File: src/design/crf_pkg.sv
// ============================================================================
// crf_pkg: capture record framer shared types and constants
// Beat layouts, job layout for the front/back queue, and framing constants.
// ============================================================================
`default_nettype none

package crf_pkg;

    localparam int DESC_RING_BYTES = 4096;
    localparam int BUF_RING_BYTES  = 65536;

    localparam int QUEUE_DEPTH = 4;
    localparam int QUEUE_AW    = $clog2(QUEUE_DEPTH);
    localparam int QUEUE_CW    = $clog2(QUEUE_DEPTH + 1);

    localparam logic CMD_DESCRIPTOR = 1'b0;
    localparam logic CMD_PAYLOAD    = 1'b1;

    localparam logic JOB_HEADER  = 1'b0;
    localparam logic JOB_PAYLOAD = 1'b1;

    localparam logic [15:0] EMPTY_MARK     = 16'hffff;
    localparam logic [31:0] BLOCK_TYPE_EPB = 32'd6;
    localparam logic [16:0] BLOCK_OVERHEAD = 17'd32;
    localparam logic [12:0] DESC_STEP      = 13'd64;
    localparam logic [29:0] NS_PER_SECOND  = 30'd1000000000;

    localparam int PORT_BIT_IF0 = 9;
    localparam int PORT_BIT_IF1 = 11;
    localparam int PORT_BIT_IF2 = 13;
    localparam int PORT_BIT_IF3 = 15;

    localparam logic [2:0] IFACE_0    = 3'd0;
    localparam logic [2:0] IFACE_1    = 3'd1;
    localparam logic [2:0] IFACE_2    = 3'd2;
    localparam logic [2:0] IFACE_3    = 3'd3;
    localparam logic [2:0] IFACE_NONE = 3'd4;

    typedef struct packed {
        logic        command;
        logic [63:0] descriptor_word;
        logic [63:0] capture_time;
        logic [31:0] payload_word;
    } crf_item_t;

    typedef struct packed {
        logic [31:0] record_word;
        logic        record_end;
        logic [11:0] descriptor_ring_head;
        logic [15:0] buffer_ring_head;
    } crf_result_t;

    typedef struct packed {
        logic        kind;
        logic [31:0] data;
        logic        last;
        logic [16:0] total_len;
        logic [2:0]  iface;
        logic [63:0] capture_time;
        logic [11:0] desc_head;
        logic [15:0] buf_head;
    } crf_job_t;

endpackage

`default_nettype wire

File: src/design/crf_front.sv
// ============================================================================
// crf_front: item classifier
// Classifies descriptor and payload beats, keeps record state and ring heads,
// and writes one job per productive beat into the queue.
// ============================================================================
`default_nettype none

module crf_front (
    input  wire logic              clk,
    input  wire logic              rst_n,
    input  wire logic              push,
    input  wire crf_pkg::crf_item_t item,
    output logic                   full,
    input  wire logic              q_full,
    output logic                   q_push,
    output crf_pkg::crf_job_t      q_job
);
    import crf_pkg::*;

    logic [15:0] bytes_left_reg, bytes_left_next;
    logic [16:0] total_len_reg, total_len_next;
    logic [11:0] desc_head_reg, desc_head_next;
    logic [15:0] buf_head_reg, buf_head_next;

    logic        accept;
    logic        is_empty;
    logic [15:0] len;
    logic [15:0] ports;
    logic [16:0] round4;
    logic [16:0] round64;
    logic [12:0] desc_sum;
    logic [17:0] buf_sum;
    logic [2:0]  iface;
    logic [31:0] mask;
    logic        last_word;

    assign full   = q_full;
    assign accept = push && !q_full;

    assign len      = item.descriptor_word[15:0];
    assign ports    = item.descriptor_word[31:16];
    assign is_empty = item.descriptor_word[63:48] == EMPTY_MARK;
    assign round4   = (17'(len) + 17'd3) & ~17'd3;
    assign round64  = (17'(len) + 17'd63) & ~17'd63;
    assign desc_sum = 13'(desc_head_reg) + DESC_STEP;
    assign buf_sum  = 18'(buf_head_reg) + 18'(round64);

    always_comb
    begin
        if (ports[PORT_BIT_IF0])
            iface = IFACE_0;
        else if (ports[PORT_BIT_IF1])
            iface = IFACE_1;
        else if (ports[PORT_BIT_IF2])
            iface = IFACE_2;
        else if (ports[PORT_BIT_IF3])
            iface = IFACE_3;
        else
            iface = IFACE_NONE;
    end

    always_comb
    begin
        case (bytes_left_reg)
            16'd1:   mask = 32'h0000_00ff;
            16'd2:   mask = 32'h0000_ffff;
            16'd3:   mask = 32'h00ff_ffff;
            default: mask = 32'hffff_ffff;
        endcase
    end

    assign last_word = bytes_left_reg <= 16'd4;

    always_comb
    begin
        bytes_left_next = bytes_left_reg;
        total_len_next  = total_len_reg;
        desc_head_next  = desc_head_reg;
        buf_head_next   = buf_head_reg;
        q_push          = 1'b0;
        q_job           = '0;

        if (accept && item.command == CMD_DESCRIPTOR && !is_empty)
        begin
            bytes_left_next = len;
            total_len_next  = BLOCK_OVERHEAD + round4;
            if (32'(desc_sum) >= DESC_RING_BYTES)
                desc_head_next = 12'(32'(desc_sum) - DESC_RING_BYTES);
            else
                desc_head_next = desc_sum[11:0];
            if (32'(buf_sum) >= BUF_RING_BYTES)
                buf_head_next = 16'(32'(buf_sum) - BUF_RING_BYTES);
            else
                buf_head_next = buf_sum[15:0];
            q_push = 1'b1;
            q_job.kind         = JOB_HEADER;
            q_job.data         = 32'(len);
            q_job.last         = len == 16'd0;
            q_job.total_len    = total_len_next;
            q_job.iface        = iface;
            q_job.capture_time = item.capture_time;
            q_job.desc_head    = desc_head_next;
            q_job.buf_head     = buf_head_next;
        end
        else if (accept && item.command == CMD_PAYLOAD && bytes_left_reg != 16'd0)
        begin
            bytes_left_next = last_word ? 16'd0 : bytes_left_reg - 16'd4;
            q_push = 1'b1;
            q_job.kind         = JOB_PAYLOAD;
            q_job.data         = item.payload_word & mask;
            q_job.last         = last_word;
            q_job.total_len    = total_len_reg;
            q_job.iface        = IFACE_NONE;
            q_job.capture_time = item.capture_time;
            q_job.desc_head    = desc_head_reg;
            q_job.buf_head     = buf_head_reg;
        end
    end

    always_ff @(posedge clk or negedge rst_n)
    begin
        if (!rst_n)
        begin
            bytes_left_reg <= '0;
            total_len_reg  <= '0;
            desc_head_reg  <= '0;
            buf_head_reg   <= '0;
        end
        else
        begin
            bytes_left_reg <= bytes_left_next;
            total_len_reg  <= total_len_next;
            desc_head_reg  <= desc_head_next;
            buf_head_reg   <= buf_head_next;
        end
    end

endmodule

`default_nettype wire

File: src/design/crf_queue.sv
// ============================================================================
// crf_queue: job queue
// Short register queue that decouples the classifier from the word emitter.
// ============================================================================
`default_nettype none

module crf_queue (
    input  wire logic             clk,
    input  wire logic             rst_n,
    input  wire logic             wr_en,
    input  wire crf_pkg::crf_job_t wr_job,
    output logic                  q_full,
    input  wire logic             rd_en,
    output logic                  q_valid,
    output crf_pkg::crf_job_t     rd_job
);
    import crf_pkg::*;

    crf_job_t              entry_reg [QUEUE_DEPTH];
    logic [QUEUE_AW-1:0]   wr_ptr_reg, wr_ptr_next;
    logic [QUEUE_AW-1:0]   rd_ptr_reg, rd_ptr_next;
    logic [QUEUE_CW-1:0]   count_reg, count_next;

    assign q_full  = count_reg == QUEUE_CW'(QUEUE_DEPTH);
    assign q_valid = count_reg != '0;
    assign rd_job  = entry_reg[rd_ptr_reg];

    always_comb
    begin
        wr_ptr_next = wr_ptr_reg;
        rd_ptr_next = rd_ptr_reg;
        count_next  = count_reg;
        if (wr_en)
            wr_ptr_next = wr_ptr_reg + 1'b1;
        if (rd_en)
            rd_ptr_next = rd_ptr_reg + 1'b1;
        if (wr_en && !rd_en)
            count_next = count_reg + 1'b1;
        else if (rd_en && !wr_en)
            count_next = count_reg - 1'b1;
    end

    always_ff @(posedge clk)
    begin
        if (wr_en)
            entry_reg[wr_ptr_reg] <= wr_job;
    end

    always_ff @(posedge clk or negedge rst_n)
    begin
        if (!rst_n)
        begin
            wr_ptr_reg <= '0;
            rd_ptr_reg <= '0;
            count_reg  <= '0;
        end
        else
        begin
            wr_ptr_reg <= wr_ptr_next;
            rd_ptr_reg <= rd_ptr_next;
            count_reg  <= count_next;
        end
    end

endmodule

`default_nettype wire

File: src/design/crf_back.sv
// ============================================================================
// crf_back: record word emitter
// Expands each job into record words, converts the timestamp with one shared
// multiplier, and holds the outgoing beat in an output register.
// ============================================================================
`default_nettype none

module crf_back (
    input  wire logic             clk,
    input  wire logic             rst_n,
    input  wire logic             q_valid,
    input  wire crf_pkg::crf_job_t job,
    output logic                  q_pop,
    output logic                  empty,
    input  wire logic             pop,
    output crf_pkg::crf_result_t  result
);
    import crf_pkg::*;

    localparam logic [2:0] STEP_TYPE      = 3'd0;
    localparam logic [2:0] STEP_BLOCK_LEN = 3'd1;
    localparam logic [2:0] STEP_IFACE     = 3'd2;
    localparam logic [2:0] STEP_TS_HI     = 3'd3;
    localparam logic [2:0] STEP_TS_LO     = 3'd4;
    localparam logic [2:0] STEP_CAP_LEN   = 3'd5;
    localparam logic [2:0] STEP_PKT_LEN   = 3'd6;
    localparam logic [2:0] STEP_HDR_TRAIL = 3'd7;
    localparam logic [2:0] STEP_PAY_WORD  = 3'd0;
    localparam logic [2:0] STEP_PAY_TRAIL = 3'd1;

    logic [2:0]  step_reg, step_next;
    logic [61:0] sec_ns_reg;
    logic [29:0] frac_ns_reg;
    logic [63:0] ns_reg;
    crf_result_t out_reg, out_next;
    logic        out_valid_reg, out_valid_next;

    logic        advance;
    logic [31:0] mul_a;
    logic [61:0] mul_out;
    logic [2:0]  main_last;
    logic [2:0]  trail_step;
    logic        at_trail;
    logic        done;
    logic [31:0] word;

    assign advance = q_valid && (!out_valid_reg || pop);
    assign empty   = !out_valid_reg;
    assign result  = out_reg;

    assign mul_a   = (step_reg == STEP_TYPE) ? job.capture_time[63:32]
                                             : job.capture_time[31:0];
    assign mul_out = 62'(mul_a) * 62'(NS_PER_SECOND);

    assign main_last  = (job.kind == JOB_HEADER) ? STEP_PKT_LEN : STEP_PAY_WORD;
    assign trail_step = (job.kind == JOB_HEADER) ? STEP_HDR_TRAIL : STEP_PAY_TRAIL;
    assign at_trail   = step_reg == trail_step;
    assign done       = at_trail || (step_reg == main_last && !job.last);
    assign q_pop      = advance && done;

    always_comb
    begin
        if (at_trail)
            word = 32'(job.total_len);
        else if (job.kind == JOB_PAYLOAD)
            word = job.data;
        else
        begin
            case (step_reg)
                STEP_TYPE:      word = BLOCK_TYPE_EPB;
                STEP_BLOCK_LEN: word = 32'(job.total_len);
                STEP_IFACE:     word = 32'(job.iface);
                STEP_TS_HI:     word = ns_reg[63:32];
                STEP_TS_LO:     word = ns_reg[31:0];
                default:        word = job.data;
            endcase
        end
    end

    always_comb
    begin
        step_next      = step_reg;
        out_next       = out_reg;
        out_valid_next = out_valid_reg && !pop;
        if (advance)
        begin
            step_next = done ? STEP_TYPE : step_reg + 3'd1;
            out_next.record_word          = word;
            out_next.record_end           = at_trail;
            out_next.descriptor_ring_head = job.desc_head;
            out_next.buffer_ring_head     = job.buf_head;
            out_valid_next                = 1'b1;
        end
    end

    always_ff @(posedge clk)
    begin
        out_reg <= out_next;
        if (advance && job.kind == JOB_HEADER)
        begin
            if (step_reg == STEP_TYPE)
                sec_ns_reg <= mul_out;
            if (step_reg == STEP_BLOCK_LEN)
                frac_ns_reg <= mul_out[61:32];
            if (step_reg == STEP_IFACE)
                ns_reg <= 64'(sec_ns_reg) + 64'(frac_ns_reg);
        end
    end

    always_ff @(posedge clk or negedge rst_n)
    begin
        if (!rst_n)
        begin
            step_reg      <= STEP_TYPE;
            out_valid_reg <= 1'b0;
        end
        else
        begin
            step_reg      <= step_next;
            out_valid_reg <= out_valid_next;
        end
    end

    a_step_has_job: assert property (@(posedge clk) disable iff (!rst_n)
        (step_reg != STEP_TYPE) |-> q_valid)
        else $error("record step advanced without a job at the queue head");

    a_payload_steps: assert property (@(posedge clk) disable iff (!rst_n)
        (q_valid && job.kind == JOB_PAYLOAD) |-> (step_reg <= STEP_PAY_TRAIL))
        else $error("payload job step out of range");

    a_beat_held: assert property (@(posedge clk) disable iff (!rst_n)
        (out_valid_reg && !pop) |=> (out_valid_reg && $stable(out_reg)))
        else $error("waiting result beat lost or changed");

endmodule

`default_nettype wire

File: src/design/capture_record_framer_top.sv
// ============================================================================
// capture_record_framer_top: capture record framer
// Builds enhanced packet block words from receive descriptors and payload.
//
//   channel | direction | handshake       | beat
//   --------+-----------+-----------------+--------------------------------
//   item    | in        | push / full     | command, descriptor, time, data
//   result  | out       | pop / empty     | word, end flag, ring heads
//
// One input beat is taken per cycle while the job queue has room.
// Result beats leave at one per cycle while pop is held; a descriptor yields 7 or 8 beats,
// a payload beat 1 or 2, so the word emitter sets the sustained rate.
// A result passes through a job queue entry and then the output register.
// Reset clears record state, ring heads, the queue and the output beat.
// A stalled output holds its beat; input keeps flowing until the queue fills.
// ============================================================================
`default_nettype none

module capture_record_framer_top (
    input  wire logic               clk,
    input  wire logic               rst_n,
    input  wire logic               push,
    input  wire crf_pkg::crf_item_t  item,
    output logic                    full,
    output logic                    empty,
    input  wire logic               pop,
    output crf_pkg::crf_result_t    result
);
    import crf_pkg::*;

    logic     q_full;
    logic     q_push;
    crf_job_t q_wr_job;
    logic     q_valid;
    logic     q_pop;
    crf_job_t q_rd_job;

    crf_front u_front (
        .clk    (clk),
        .rst_n  (rst_n),
        .push   (push),
        .item   (item),
        .full   (full),
        .q_full (q_full),
        .q_push (q_push),
        .q_job  (q_wr_job)
    );

    crf_queue u_queue (
        .clk     (clk),
        .rst_n   (rst_n),
        .wr_en   (q_push),
        .wr_job  (q_wr_job),
        .q_full  (q_full),
        .rd_en   (q_pop),
        .q_valid (q_valid),
        .rd_job  (q_rd_job)
    );

    crf_back u_back (
        .clk     (clk),
        .rst_n   (rst_n),
        .q_valid (q_valid),
        .job     (q_rd_job),
        .q_pop   (q_pop),
        .empty   (empty),
        .pop     (pop),
        .result  (result)
    );

endmodule

`default_nettype wire

File: config.mk
export PLATFORM = sky130hd
export DESIGN_NAME = capture_record_framer_top
export DESIGN_NICKNAME = d
export VERILOG_FILES = /design/src/design/crf_pkg.sv /design/src/design/crf_front.sv /design/src/design/crf_queue.sv /design/src/design/crf_back.sv /design/src/design/capture_record_framer_top.sv
export SDC_FILE = /design/constraint.sdc
export NUM_CORES = 2
export LEC_CHECK = 0
export ABC_CLOCK_PERIOD_IN_PS = 9500
export BUFFER_PORTS_ARGS = -buffer_cell sky130_fd_sc_hd__buf_2
export CELL_PAD_IN_SITES_DETAIL_PLACEMENT = 1
export CELL_PAD_IN_SITES_GLOBAL_PLACEMENT = 1
export CORE_MARGIN = 3
export CORE_UTILIZATION = 30
export CTS_BUF_LIST = sky130_fd_sc_hd__clkbuf_4 sky130_fd_sc_hd__clkbuf_8
export CTS_CLUSTER_DIAMETER = 100
export DETAILED_ROUTE_END_ITERATION = 8
export PLACE_DENSITY_LB_ADDON = 0.1
export SETUP_SLACK_MARGIN = 0.02
export SLEW_MARGIN = 25
export SYNTH_ARGS = -nofsm -noshare
export SYNTH_HDL_FRONTEND = slang
export SYNTH_HIERARCHICAL = 1
export SYNTH_SLANG_ARGS = --single-unit
File: constraint.sdc
create_clock -name clk -period 9.5 [get_ports clk]
set_clock_uncertainty 0.05 [all_clocks]
set_input_delay 0 -clock clk [delete_from_list [all_inputs] [get_ports clk]]
set_output_delay 0 -clock clk [all_outputs]
set_load 0.01 [all_outputs]
After elaboration in Yosys (flattened, before gate mapping)
Memory sizes are Yosys's and may differ from the RTL's.
Cells that the tools add are included.
{"block": "totals", "wordCells": 106, "output_inout_bits": 63, "regBits": 280, "inputBits": 165, "mem_count": 1, "ramBits": 584}
{"block": "classes", "multipliers": 1, "add_sub_neg": 14, "n_reduce_logical": 30, "order_cmp": 3, "n_mux": 26, "n_eq_ne": 11, "n_bitwise": 3}
{"name": "u_queue.entry_reg", "words": 4, "word_bits": 146, "read_ports": 1, "rd_clocked_by_memory_dff": 0, "wr": 1, "line_no": "crf_queue.sv:19", "text": "crf_job_t entry_reg [QUEUE_DEPTH];"}
{"cell": "2-to-1 mux 146 bit", "count": 2}
{"cell": "one-hot mux 32 bit (5 select lines)", "count": 1}
{"cell": "one-hot mux 32 bit (3 select lines)", "count": 1}
{"cell": "2-to-1 mux 16 bit", "count": 4}
{"cell": "2-to-1 mux 32 bit", "count": 2}
{"cell": "adder 62 x 30 -> 63 bit", "count": 1}
{"cell": "multiplier 32 x 21 -> 53 bit, second input constant", "count": 1}
{"cell": "AND 32 bit", "count": 1}
{"cell": "== test 16 x 2 -> 1 bit, second input constant", "count": 2}
{"cell": "2-to-1 mux 3 bit", "count": 9}
{"cell": "adder 16 x 17 -> 18 bit", "count": 1}
{"cell": "greater-or-equal comparator 18 x 17 -> 1 bit, second input constant", "count": 1}
{"cell": "adder 16 x 2 -> 17 bit, second input constant", "count": 1}
{"cell": "adder 16 x 6 -> 17 bit, second input constant", "count": 1}
{"cell": "adder 6 x 17 -> 17 bit, first input constant", "count": 1}
{"cell": "2-to-1 mux 17 bit", "count": 1}
{"cell": "== test 16 x 1 -> 1 bit, second input constant", "count": 1}
{"cell": "== test 16 bit, second input constant", "count": 1}
{"cell": "<= comparator 16 x 3 -> 1 bit, second input constant", "count": 1}
{"cell": "zero test 16 bit", "count": 1}
{"cell": "nonzero test 16 bit", "count": 1}
{"cell": "subtractor 16 x 1 -> 16 bit, second input constant", "count": 1}
{"cell": "subtractor 16 x 3 -> 16 bit, second input constant", "count": 1}
{"cell": "adder 12 x 7 -> 13 bit, second input constant", "count": 1}
{"cell": "other kinds (19)", "count": 50}

Logic depth before layout (Yosys ltp)
{"block": "logic_depth", "ltp_word": 11, "mapped_depth": 32, "depth_no_buf": 29}

By module
Netlist, hierarchy kept.
{"module": "crf_back", "cells_per_inst": 2005, "seq_area_each_um2": 6316.1, "area_per_inst_um2": 22386.5, "instances": 1}
{"module": "crf_queue", "cells_per_inst": 797, "seq_area_each_um2": 17712.0, "area_per_inst_um2": 21519.4, "instances": 1}
{"module": "crf_front", "cells_per_inst": 582, "seq_area_each_um2": 1176.1, "area_per_inst_um2": 4362.9, "instances": 1}

Worst setup path before layout
Ideal clock, no wire load.
{"block": "synth_path", "kind": "flip-flop to flip-flop", "startpoint": "register u_back.step_reg[0]", "endpoint": "register u_back.frac_ns_reg[24], data pin", "period_less_slack_ns": 8.557, "arrival_ns": 8.243, "stages_incl_launch_ff": 29, "path_slack_ns": 0.943, "setup_time_ns": 0.264, "path_cell_list": "dfrtp_1 inv_1 ha_1 nor2b_1 clkbuf_1 clkbuf_1 buf_1 mux2i_1 inv_1 ha_1 inv_1 fa_1 fa_1 fa_1 fa_1 fa_1 inv_1 fa_1 ha_1 a21oi_1 o21ai_0 a221o_1 a21oi_1 o31ai_1 a31oi_1 o21ai_1 a31o_2 a21oi_1 xnor2_1"}
{"block": "synth_via", "elab_chain_len": 3}
{"item": "start: declaration", "line_no": "crf_back.sv:31", "text": "logic [2:0] step_reg, step_next;"}
{"item": "start signal: assignment", "line_no": "crf_back.sv:119", "text": "step_reg <= step_next;"}
{"item": "zero test 3 bit", "line_no": "crf_back.sv:51", "text": "assign mul_a = (step_reg == STEP_TYPE) ? job.capture_time[63:32]"}
{"item": "2-to-1 mux 32 bit", "line_no": "crf_back.sv:51"}
{"item": "multiplier 32 x 21 -> 53 bit", "line_no": "crf_back.sv:53", "text": "assign mul_out = 62'(mul_a) * 62'(NS_PER_SECOND);"}
{"item": "named net u_back.mul_out[56]", "line_no": "crf_back.sv:40", "text": "logic [61:0] mul_out;"}
{"item": "end signal: assignment", "line_no": "crf_back.sv:104", "text": "frac_ns_reg <= mul_out[61:32];"}
{"item": "end: declaration", "line_no": "crf_back.sv:33", "text": "logic [29:0] frac_ns_reg;"}
The timed path passes the listed nets, and every way through them passes these cells.
A chain may end at the register's enable or synchronous reset.

Final worst setup path
{"block": "layout_path", "startpoint": "register u_back.step_reg[1]", "endpoint": "register u_back.sec_ns_reg[56], data pin"}
{"block": "layout_via", "elab_chain_len": 3}
{"item": "zero test 3 bit", "line_no": "crf_back.sv:51"}
{"item": "2-to-1 mux 32 bit", "line_no": "crf_back.sv:51"}
{"item": "multiplier 32 x 21 -> 53 bit", "line_no": "crf_back.sv:53"}
{"item": "named net u_back.mul_out[56]", "line_no": "crf_back.sv:40"}
{"item": "end signal: assignment", "line_no": "crf_back.sv:102", "text": "sec_ns_reg <= mul_out;"}
{"item": "end: declaration", "line_no": "crf_back.sv:32", "text": "logic [61:0] sec_ns_reg;"}
The timed path passes the listed nets, and every way through them passes these cells.

==> impl_metrics.csv <==
group,metric,value,unit
sta,post-route-min-period,8.74,ns
cts,cts_root_buf,"clkbuf_8",
worst_setup_path,crit_required,10.06,ns
worst_setup_path,crit_family,"adder cells",
worst_setup_path,critical_path_class,"reg2reg",
synth,yosys.cell_types.count,90,
worst_setup_path,crit_buf_inv,5,
synth,yosysWarnings,6,
final_layout,most-common-layout-cells,"edfxtp_1 (791), inv_1 (452), fa_1 (306)",
floorplan,ioPinCount,228,
cts,numClockSinks,849,
drt,route.detailed.drc,0,
drt,firstDrtPassIters,4,
global_route,grt_pass1_wl,203000,µm
global_route,antenna_found_initial,6,
flow_run,cap_violations,0,
worst_setup_path,rrSetupSlack,0.76,ns
worst_hold_path,hold_start,"item[65]",
sta,rsz0062_at_grt,"no",
placement,port_buffers,199,
synth,postSynthCellCount,3384,
global_route,groute.usage.overall,16.1,%
global_route,grt_max_degree,93,
synth,ys_async_sr_fraction,6.83,%
cts,clkSlewWorstSetupHoldPaths,0.05,ns
drt,vias,28264,
sta,tns,0,ns
status,status,"completed",
synth,yosys_register_bits,849,
drt,wl_per_cell,21.4,µm
worst_setup_path,path_common_cell,"fa_1",
synth,yosysTopAreaCellShare,49.2,%
cts,cts_tree,"done",
floorplan,die_area,0.166,mm²
worst_hold_path,hold_class,"in2reg",
worst_setup_path,crit_path_start_kind,"register",
worst_setup_path,crit_start,"u_back/step_reg[1]$_DFFE_PN0P_",
final_layout,drive_above_1_share,18.0,%
floorplan,die_w,407,µm
cts,clock_latency,0.85,ns
floorplan,core,0.159,mm²
final_layout,syn_to_final_growth,18.5,%
sta,hold_viol_final,0,
cts,htreeDepth,4,
floorplan,initial_core_util,30.3,%
worst_setup_path,arrival,9.29,ns
synth,synthTopCellsByArea,"edfxtp_1 (49%), fa_1 (13%), ha_1 (7.9%)",
worst_setup_path,end_kind,"register",
global_route,grt_overflow,0,
synth,syn_area_per_cell,14.3,µm²
drt,drtAntennaViolNets,0,
final_layout,fin_nets,4700,
final_layout,layout_commonest_cell,"edfxtp_1",
sta,worstMarginPinSlew,0.932,ns
sta,finalSetupViolations,0,
final_layout,largest_reg_flops,584,
synth,ys.flop_type,"edfxtp_1",
sta,clock.fmax,114,MHz
worst_setup_path,slowest_delay,0.54,ns
synth,syn_area,0.0483,mm²
cts,clockBufferDepth,3,
cts,cts_setup_buffers,0,
sta,holdWs,0.0894,ns
cts,cts-buffers-inserted,154,
drt,drtIter0Drc,1184,
global_route,grt_pass1_vias,32144,
sta,maxSlewHeadroom,37.9,%
floorplan,fp.dieH,407,µm
placement,hpwl,96100,µm
synth,synth_edf_count,791,
worst_setup_path,cp_max_fo,26,
drt,routed_via_density,4.57,
worst_setup_path,cp_slowest_cell,"fa_1",
synth,ys_seq_area_share,52.2,%
floorplan,fp-row-count,146,
synth,synth_top_area_cell,"edfxtp_1",
sta,slew_viol_final,0,
placement,place_congestion,0.785,
drt,routed_wl,132000,µm
sta,finalCritPeriodShare,92.0,%
worst_setup_path,r2r-start,"u_back/step_reg[1]$_DFFE_PN0P_",
-- stage by stage --
step / instance area [µm²] / util, % / setup WS (ns) / instances
floorplan: 48300 / - / 0.943 / 3397
global placement: 51900 / 32.6 / 0.759 / 5700
detailed placement: 52000 / 32.7 / 0.667 / 5700
CTS: 57200 / 35.9 / 0.638 / 6187
global route: 57200 / 35.9 / 0.221 / 6189
finish: 57200 / 35.9 / 0.762 / 6191
-- cell usage after synthesis, drive strengths merged (52+ instances only) --
cell	instances
o21ai	103
buf	64
edfxtp	791
a21oi	83
nand2	211
and2	86
inv	455
xnor2	100
mux4	146
dfrtp	58
fa	306
nor2	121
nand3	52
ha	305
-- cells by family (layout without fill, tap and decap cells) --
group / count (synthesis) / count (layout) / synth area share [%]
flip-flops: 849 / 849 / 52.2
other: 1 / 18 / 0.00777
AO/OA/AOI/OAI: 395 / 395 / 5.45
buffers and inverters: 570 / 1214 / 5.03
XOR/XNOR: 151 / 151 / 2.74
adder cells (fa/ha/maj): 612 / 612 / 20.6
multiplexers: 188 / 188 / 7.74
AND/OR/NAND/NOR: 618 / 618 / 6.20
-- repair_timing --
| item | CTS | global route |
|---|---|---|
| hold buffers | 214 | 0 |
| endpoints found under the setup margin | 0 | 0 |
| gates resized for setup | 0 | 0 |
| endpoints found under the hold margin | 590 | 0 |
-- metal layers --
layer	wire (µm)	share of wire (%)	track usage [%]	up-vias
li1	-	-	-	13171
met2	64700	49	27.4	412
met1	60700	46	21.5	14518
met4	2580	2.0	3.85	0
met3	4230	3.2	2.66	163
met5	0	0	0	-
-- worst paths after layout --
| path | endpoint | depth (start not counted) |
|---|---|---|
| worst min register to register | u_back/ns_reg[8]$_DFFE_PP_ | 0 |
| worst min-delay path | u_queue/entry_reg[2][61]$_DFFE_PP_ | 3 |
| worst max register to register | u_back/sec_ns_reg[56]$_DFFE_PP_ | 26 |
| min in group asynchronous | u_front/desc_head_reg[6]$_DFFE_PN0P_ | 4 |
| max in group asynchronous | u_queue/rd_ptr_reg[1]$_DFFE_PN0P_ | 4 |
| worst max-delay path | u_back/sec_ns_reg[56]$_DFFE_PP_ | 26 |
-- worst reg2reg max path: cells and delay by family (launching register included) --
family | cells | cell delay (ns)
xor gates and xnor gates | 1 | 0.24
DFF | 1 | 0.40
AOI/OAI and AO/OA | 9 | 2.14
and+or+nand+nor | 1 | 0.20
adders and majority gates | 9 | 4.05
buffers and inverters | 5 | 0.79
muxes | 1 | 0.61
-- final cells by class --
type                    instances  area (µm²)
flip-flops and latches        849       25200
clock inverters                67         563
multi-input cells            1978       20700
well taps                    2146        2690
clock buffers                 206        2520
diodes                          4        10.0
repair buffers                486        3750
inverters                     455        1710
fillers                     16691      102000
Power is left out: the tool's default activity adds up to more than one toggle a clock period on the data nets, which glitch-free logic cannot reach.
